$ cat src/rtl/core/trz_pkg.sv
// Shared types, sizes and state codes of the triangle rasterizer.
package trz_pkg;

	// image size in pixels
	localparam int IMG_WIDTH  = 512;
	localparam int IMG_HEIGHT = 512;

	localparam int COL_W    = (IMG_WIDTH > 1) ? $clog2(IMG_WIDTH) : 1;
	localparam int ROW_W    = (IMG_HEIGHT > 1) ? $clog2(IMG_HEIGHT) : 1;
	localparam int FB_DEPTH = IMG_WIDTH * IMG_HEIGHT;
	localparam int FB_AW    = (FB_DEPTH > 1) ? $clog2(FB_DEPTH) : 1;

	// 12.4 vertex coordinates and the edge arithmetic built on them
	localparam int COORD_W = 16;
	localparam int FRAC_W  = 4;
	localparam int PIX_W   = COORD_W + 1;         // pixel centre in 12.4, always >= 0
	localparam int DIFF_W  = COORD_W + 2;         // vertex minus pixel
	localparam int PROD_W  = 2 * DIFF_W;
	localparam int EDGE_W  = PROD_W + 2;          // edge function value
	localparam int STEP_W  = COORD_W + 1 + FRAC_W; // edge increment per pixel step

	// added before the shift to round a 12.4 value up to a whole pixel
	localparam logic signed [COORD_W:0] CEIL_BIAS = (COORD_W+1)'((1 << FRAC_W) - 1);

	localparam int COLOR_W = 32;
	localparam int RD_W    = 9;

	// setup products: two per edge
	localparam int N_MUL  = 6;
	localparam int MSEL_W = 3;
	localparam logic [MSEL_W-1:0] MSEL_LAST = MSEL_W'(N_MUL - 1);

	typedef logic signed [COORD_W-1:0] trz_coord_t;

	typedef struct packed {
		trz_coord_t x0;
		trz_coord_t y0;
		trz_coord_t x1;
		trz_coord_t y1;
		trz_coord_t x2;
		trz_coord_t y2;
	} trz_tri_t;

	// sequencer to edge unit
	typedef struct packed {
		logic              mul_en;
		logic [MSEL_W-1:0] mul_sel;
		logic              step_y;
		logic              step_x;
	} trz_edge_ctl_t;

	typedef enum logic {
		OP_DRAW = 1'b0,
		OP_READ = 1'b1
	} trz_op_t;

	typedef enum logic [3:0] {
		ST_CLEAR,
		ST_IDLE,
		ST_BOX,
		ST_MUL,
		ST_DRAIN,
		ST_AREA,
		ST_SCAN,
		ST_READ,
		ST_RESP
	} trz_state_t;

endpackage

$ cat src/rtl/core/trz_edge_unit.sv
// Edge function unit: one shared multiplier for setup, then incremental stepping.
module trz_edge_unit import trz_pkg::*; (
	input  logic             clk,
	input  logic             arst_n,
	input  trz_edge_ctl_t    ctl,
	input  trz_tri_t         triangle,
	input  logic [COL_W-1:0] org_x,
	input  logic [ROW_W-1:0] org_y,
	output logic             covered,
	output logic             area_neg
);

	trz_coord_t               vx [3];
	trz_coord_t               vy [3];
	logic signed [PIX_W-1:0]  px;
	logic signed [PIX_W-1:0]  py;
	logic signed [DIFF_W-1:0] ox [3];
	logic signed [DIFF_W-1:0] oy [3];
	logic signed [COORD_W:0]  dvx [3];
	logic signed [COORD_W:0]  dvy [3];
	logic signed [STEP_W-1:0] dx_step [3];
	logic signed [STEP_W-1:0] dy_step [3];
	logic signed [DIFF_W-1:0] opa_tab [N_MUL];
	logic signed [DIFF_W-1:0] opb_tab [N_MUL];
	logic signed [DIFF_W-1:0] op_a;
	logic signed [DIFF_W-1:0] op_b;
	logic signed [PROD_W-1:0] prod_s1;
	logic [MSEL_W-1:0]        sel_s1;
	logic                     vld_s1;
	logic signed [EDGE_W-1:0] e_q [3];
	logic signed [EDGE_W-1:0] col_q [3];
	logic signed [EDGE_W-1:0] area_sum;

	assign vx[0] = triangle.x0;
	assign vy[0] = triangle.y0;
	assign vx[1] = triangle.x1;
	assign vy[1] = triangle.y1;
	assign vx[2] = triangle.x2;
	assign vy[2] = triangle.y2;

	// scan origin in 12.4
	assign px = PIX_W'({org_x, {FRAC_W{1'b0}}});
	assign py = PIX_W'({org_y, {FRAC_W{1'b0}}});

	// vertex offsets from the origin and per-edge step increments
	for (genvar i = 0; i < 3; i++) begin : g_vtx
		localparam int BI = (i + 1) % 3;
		localparam int CI = (i + 2) % 3;
		assign ox[i]      = DIFF_W'(vx[i]) - DIFF_W'(px);
		assign oy[i]      = DIFF_W'(vy[i]) - DIFF_W'(py);
		assign dvy[i]     = (COORD_W+1)'(vy[BI]) - (COORD_W+1)'(vy[CI]);
		assign dvx[i]     = (COORD_W+1)'(vx[CI]) - (COORD_W+1)'(vx[BI]);
		assign dx_step[i] = STEP_W'(dvy[i]) <<< FRAC_W;
		assign dy_step[i] = STEP_W'(dvx[i]) <<< FRAC_W;
	end

	// operand pairs: even step (bx-px)*(cy-py), odd step (by-py)*(cx-px)
	for (genvar s = 0; s < N_MUL; s++) begin : g_ops
		localparam int EI = s / 2;
		localparam int BI = (EI + 1) % 3;
		localparam int CI = (EI + 2) % 3;
		if ((s % 2) == 0) begin : g_even
			assign opa_tab[s] = ox[BI];
			assign opb_tab[s] = oy[CI];
		end else begin : g_odd
			assign opa_tab[s] = oy[BI];
			assign opb_tab[s] = ox[CI];
		end
	end

	always_comb begin
		op_a = '0;
		op_b = '0;
		if (ctl.mul_sel <= MSEL_LAST) begin
			op_a = opa_tab[ctl.mul_sel];
			op_b = opb_tab[ctl.mul_sel];
		end
	end

	// shared multiplier, product registered
	always_ff @(posedge clk or negedge arst_n) begin
		if (!arst_n) begin
			vld_s1 <= 1'b0;
		end else begin
			vld_s1 <= ctl.mul_en;
		end
	end

	always_ff @(posedge clk) begin
		if (ctl.mul_en) begin
			prod_s1 <= op_a * op_b;
			sel_s1  <= ctl.mul_sel;
		end
	end

	// edge accumulators: load from the products, then step across the box
	always_ff @(posedge clk) begin
		for (int i = 0; i < 3; i++) begin
			if (vld_s1 && (sel_s1[MSEL_W-1:1] == (MSEL_W-1)'(i))) begin
				if (!sel_s1[0]) begin
					e_q[i] <= EDGE_W'(prod_s1);
				end else begin
					e_q[i]   <= e_q[i] - EDGE_W'(prod_s1);
					col_q[i] <= e_q[i] - EDGE_W'(prod_s1);
				end
			end else if (ctl.step_x) begin
				col_q[i] <= col_q[i] + EDGE_W'(dx_step[i]);
				e_q[i]   <= col_q[i] + EDGE_W'(dx_step[i]);
			end else if (ctl.step_y) begin
				e_q[i] <= e_q[i] + EDGE_W'(dy_step[i]);
			end
		end
	end

	// once all products are in, the edge values sum to the signed area
	assign area_sum = e_q[0] + e_q[1] + e_q[2];
	assign area_neg = area_sum[EDGE_W-1];
	assign covered  = !e_q[0][EDGE_W-1] && !e_q[1][EDGE_W-1] && !e_q[2][EDGE_W-1];

endmodule

$ cat config.mk
export PLATFORM = sky130hd
export DESIGN_NAME = trz_edge_unit
export DESIGN_NICKNAME = d
export VERILOG_FILES = /design/src/rtl/core/trz_pkg.sv /design/src/rtl/core/trz_edge_unit.sv
export SDC_FILE = /design/constraint.sdc
export NUM_CORES = 2
export LEC_CHECK = 0
export BUFFER_PORTS_ARGS = -buffer_cell sky130_fd_sc_hd__clkbuf_2
export CAP_MARGIN = 20
export CELL_PAD_IN_SITES_DETAIL_PLACEMENT = 1
export CELL_PAD_IN_SITES_GLOBAL_PLACEMENT = 1
export CORE_AREA = 3 3 433 435
export DETAILED_ROUTE_END_ITERATION = 12
export DIE_AREA = 0 0 436 438
export HOLD_SLACK_MARGIN = 0.08
export PLACE_DENSITY_LB_ADDON = 0.15
export SLEW_MARGIN = 20
export SYNTH_ARGS = -nofsm -noshare
export SYNTH_HDL_FRONTEND = slang
export SYNTH_SLANG_ARGS = --single-unit
$ cat constraint.sdc
create_clock -name clk -period 3.85 [get_ports clk]
set_clock_uncertainty 0.2 [all_clocks]
set_input_delay 0.77 -clock clk [delete_from_list [all_inputs] [get_ports clk]]
set_output_delay 0.77 -clock clk [all_outputs]
set_load 0.1 [all_outputs]
[After elaboration in Yosys (flattened, before gate mapping)]
Memories as Yosys holds them, arrays and structs flattened.
Index checks and enable logic that the tools add are counted.
Storage, ports and cells
  register bits: 40
  memory bits (writable): 228
  input port bits: 122
  word-level logic and storage cells: 104
  memories kept: 2
Memories
  col_q: depth 3, width 38, read ports 3, clocked after Yosys merged registers in 0, wr ports 3, line trz_edge_unit.sv:31  | logic signed [EDGE_W-1:0] col_q [3];
  e_q: depth 3, width 38, read ports 3, clocked after Yosys merged registers in 0, wr ports 3, line trz_edge_unit.sv:30  | logic signed [EDGE_W-1:0] e_q [3];
Cells by class
  add/sub/neg operators: 23
  multiply operators: 1
  $lt $le $gt $ge: 2
  equal/unequal tests: 2
  mux-type cells: 49
  bitwise logic cells: 13
  reduce and logical (&&, ||, !) cells: 9
Operators with widths (count)
  2-to-1 mux 38 bit: 12
  adder 38 x 21 -> 38 bit: 6
  subtractor 38 x 36 -> 38 bit: 3
  binary-select mux 18 bit (select 3 bit): 2
  2-to-1 mux 18 bit: 6
  subtractor 16 x 14 -> 17 bit: 6
  subtractor 16 x 16 -> 17 bit: 6
  adder 38 bit: 2
  multiplier 18 x 18 -> 36 bit: 1
  2-to-1 mux 1 bit: 29
  bitwise OR 1 bit: 12
  logical AND 1 bit: 5
  greater-or-equal comparator 4 bit (second input constant): 1
  NOT 3 -> 4 bit: 1
  <= comparator 3 bit (second input constant): 1
  logical NOT 1 bit: 3
  == test 2 x 1 -> 1 bit (second input constant): 1
  == test 2 bit (second input constant): 1
  logical NOT 2 bit: 1

[Logic depth before layout (Yosys ltp)]
  depth after elaboration: 7
  mapped depth: 39
  mapped depth without buffers: 39

[Worst setup path before layout]
Ideal clock, no wire load.
  kind: input-to-reg
  start: input port triangle[68] (netlist name)
  end: register prod_s1[35] (data pin)
  setup time: 0.260 ns
  data arrival time: 8.461 ns
  required time: 3.390 ns
  setup slack: -5.071 ns
  cell stages on the path: 36
  path through: inv_1 > ha_1 > inv_1 > fa_1 > a21o_1 > a21oi_1 > o21bai_1 > a21oi_1 > o21bai_1 > a21o_1 > a211oi_2 > mux2_1 > a21boi_0 > a221o_1 > clkbuf_1 > nand2_1 > fa_1 > fa_1 > inv_1 > fa_1 > fa_1 > fa_1 > inv_1 > fa_1 > inv_1 > ha_1 > nand2_1 > nor2_1 > nand2_1 > nor2_1 > a211oi_1 > a211oi_1 > a21oi_1 > o31ai_1 > a21oi_1 > xnor2_1
Between the ends
  cells in the longest elaborated chain, start to end: 6
  elaborated cells between the ends (all ways): 10
Ends and longest elaborated chain
  from (decl): line trz_edge_unit.sv:6  | input trz_tri_t triangle,
  subtractor 16 x 14 -> 17 bit *: line trz_edge_unit.sv:50  | assign oy[i] = DIFF_W'(vy[i]) - DIFF_W'(py);
  binary-select mux 18 bit (select 3 bit) (on tied branches): line trz_edge_unit.sv:75, trz_edge_unit.sv:76
  2-to-1 mux 18 bit (on tied branches) (2 in a row): line trz_edge_unit.sv:75, trz_edge_unit.sv:76
  2-to-1 mux 18 bit: line trz_edge_unit.sv:74  | if (ctl.mul_sel <= MSEL_LAST) begin
  multiplier 18 x 18 -> 36 bit *: line trz_edge_unit.sv:91  | prod_s1 <= op_a * op_b;
  to (signal assigned): line trz_edge_unit.sv:91
  to (decl): line trz_edge_unit.sv:27  | logic signed [PROD_W-1:0] prod_s1;
Every way passes the cells marked *; elsewhere a longest branch is shown, timed or not. The select of a mux whose other input is x is not followed.
A chain may end at the register's enable or synchronous reset.

[Worst setup path after layout]
  start: input port triangle[68] (netlist name)
  end: register prod_s1[29] (data pin)
The elaborated chain is that of the path after synthesis.

==> results.md <==
* Status: finished with violations
* Failing checks: negative setup slack
* Worst-Skew Late Latency at 0.61 ns
* Port Buffers at 123
* RR Endpoint: e_q[2][36]
* Worst-Margin Slew at 1.03 ns
* DR iter-0 viols at 2,136
* Die height at 438 µm
* Routability cong. at 0.944
* Vias at 49,400
* Fillers at 21,500
* Main synth FF type: edfxtp_1
* CTS tree: yes
* Pre-CTS setup slack at -5.74 ns
* Post-Syn Area at 0.0477 mm²
* Register Area at 0.00804 mm²
* Global-route wire length before repair at 347 mm
* Area fraction of the dominant cell type after synthesis at 16.8%
* Final Max Slew Viols at 0
* Ant diodes at 0
* Max Fclk at 116 MHz
* P&R area growth vs syn at 53.6%
* Hold Fails Final Rpt at 0
* Cts bufs inserted at 40
* Max FO, Critical Path at 6
* Syn. warnings at 0
* DR WL/cell at 23.5 µm
* ANT nets after route at 0
* Grt ovf at 0
* Antenna violations before repair at 3
* Share of cells above drive strength 1 at 38.5%
* RSZ-0062 raised after global routing: yes
* Cell Rows at 157
* Initial Util at 26.0%
* R2R Setup Slk at -0.73 ns
* DR vias/cell at 4.91
* Die W at 436 µm
* IO Count at 124
* Area leader, netlist: edfxtp_1
* Asr flop ratio synth at 0.373%
* Worst R2R Start: prod_s1[0]
* Tmin final at 8.64 ns
* List of most frequent post-synthesis cells: inv_1 (667), ha_1 (587), nand2_1 (534), a21oi_1 (462), fa_1 (375)
* Layout Nets at 8,652
* Max-cap viol count at 0
* Crit end category: flop
* Core Area at 0.183 mm²
* Worst-path cell with the longest stage delay: fa_1
* Hold crit path type: in2async
* Register area share after synthesis at 16.9%
* WHS at 0.279 ns
* Largest net degree at the start of global routing at 55
* GRT Util Overall at 24.1%
* Routed WL at 236 mm
* Reg clk slew, reported paths at 0.06 ns
* Tcrit/Tclk final at 224%
* Arrival time worst endpoint at 8.77 ns
* Multi-input logic area at 0.0413 mm²
* Syn_nets at 6,670
* Vias in the first global route at 53,900
* Post-synthesis cell type count at 93
* Most frequent cell after synthesis: inv_1
* Critical path startpoint category: input port
* EDFF count, synth at 267
* Synth Instances at 5,586
* Post-DP HPWL at 202 mm
* DRC at 0
* Max clock buf depth at 3
* Max-slew headroom at 31.3%
* Die area at 0.191 mm²
* Endpoints failing setup at 202
* Setup crit end: prod_s1[29]
* Synth area leaders: edfxtp_1 (17%), fa_1 (16%), ha_1 (15%)
* Root buf cell: clkbuf_16
* H-tree Lvls at 2
* CP most frequent cell: fa_1
* FF+latch count, synth at 268
* Crit path launch: triangle[68]
* Max incr delay on CP at 0.55 ns
* Number of clock sinks at 268
* Syn Area/Cell at 8.53 µm²
* Crit Path Category: in2reg
* Drt pass-1 iters at 5
* Final worst setup slack at -4.79 ns
* Reg2Reg Depth at 16
* Req. time, crit path at 3.99 ns
[worst max-delay path: cells and delay by family]
kind	cells	cell delay, ns
xor+xnor	2	0.20
simple gates	2	0.24
compound gates	16	2.84
fa+ha+maj	9	3.74
buf+inv	11	0.97
[layout make-up]
class / instances / share of cell area (%)
Clock buffer: 49 / 1.41
Clock inverter: 24 / 0.355
Inverter: 671 / 3.67
Multi-Input combinational cell: 4495 / 56.4
Sequential cell: 268 / 11.0
Tap cell: 2464 / 4.21
Timing Repair Buffer: 2092 / 22.9
[sequential cells by signal, summed over array words and instances (netlist names)]
name and flops:
col_q 114, e_q 114, prod_s1 36, sel_s1 3, vld_s1 1
[through the flow]
step | util (%) | TNS (ns) | area [µm²] | std cells
final | 39.9 | -323.68 | 73200 | 10100
after global routing | 39.9 | -359.12 | 73200 | 10100
after CTS | 38.8 | -323.48 | 71300 | 10000
after detailed placement | 36.5 | -520.67 | 66900 | 9836
after global placement | 36.5 | -510.09 | 66900 | 9836
after floorplan | - | -233.21 | 49700 | 5586
[worst min-delay path by stage]
stage | slack (ns) | cells after the start | end
2_1_floorplan | 0.27 | 0 | vld_s1
3_3_place_gp | 0.32 | 2 | e_q[2][0]
3_5_place_dp | 0.35 | 1 | vld_s1
4_1_cts | 0.24 | 2 | vld_s1
5_1_grt | 0.27 | 2 | vld_s1
6_report | 0.28 | 2 | vld_s1
[placed cells by master (no fill, tap or decap), types with 155 or more instances in the layout]
cell type  count
buf_4       1807
o21ai_0      155
inv_1        608
nor2_1       344
nand2_1      500
edfxtp_1     267
a21oi_1      329
fa_1         347
xnor2_1      262
ha_1         501
a21o_1       198
[cell families (layout without fill, tap and decap cells)]
family	count (synthesis)	after routing	share of synthesized area, %
and+or+nand+nor	1462	1462	14.1
AOI/OAI and AO/OA	1564	1564	21.3
muxes	68	68	2.00
xor gates and xnor gates	439	439	8.07
buffers and inverters	823	2836	6.48
DFF	268	268	16.9
adders and majority gates	962	962	31.2
[timing repair]
action | 4_1_cts | 5_1_grt
endpoints found under the hold margin | 1 | 0
buffers inserted | 99 | 74
hold buffers | 1 | 0
cloned | 1 | 0
setup endpoints to repair | 198 | 207
gates resized for setup | 444 | 299
pin swaps | 295 | 238
[routing by layer]
metal	wire length [µm]	global-route usage (%)
met3	6610	1.88
met5	0	0
met1	101000	29.7
met4	10300	8.59
met2	119000	43.8
Power is left out: the tool's default activity adds up to more than one toggle a clock period on the data nets, which glitch-free logic cannot reach.
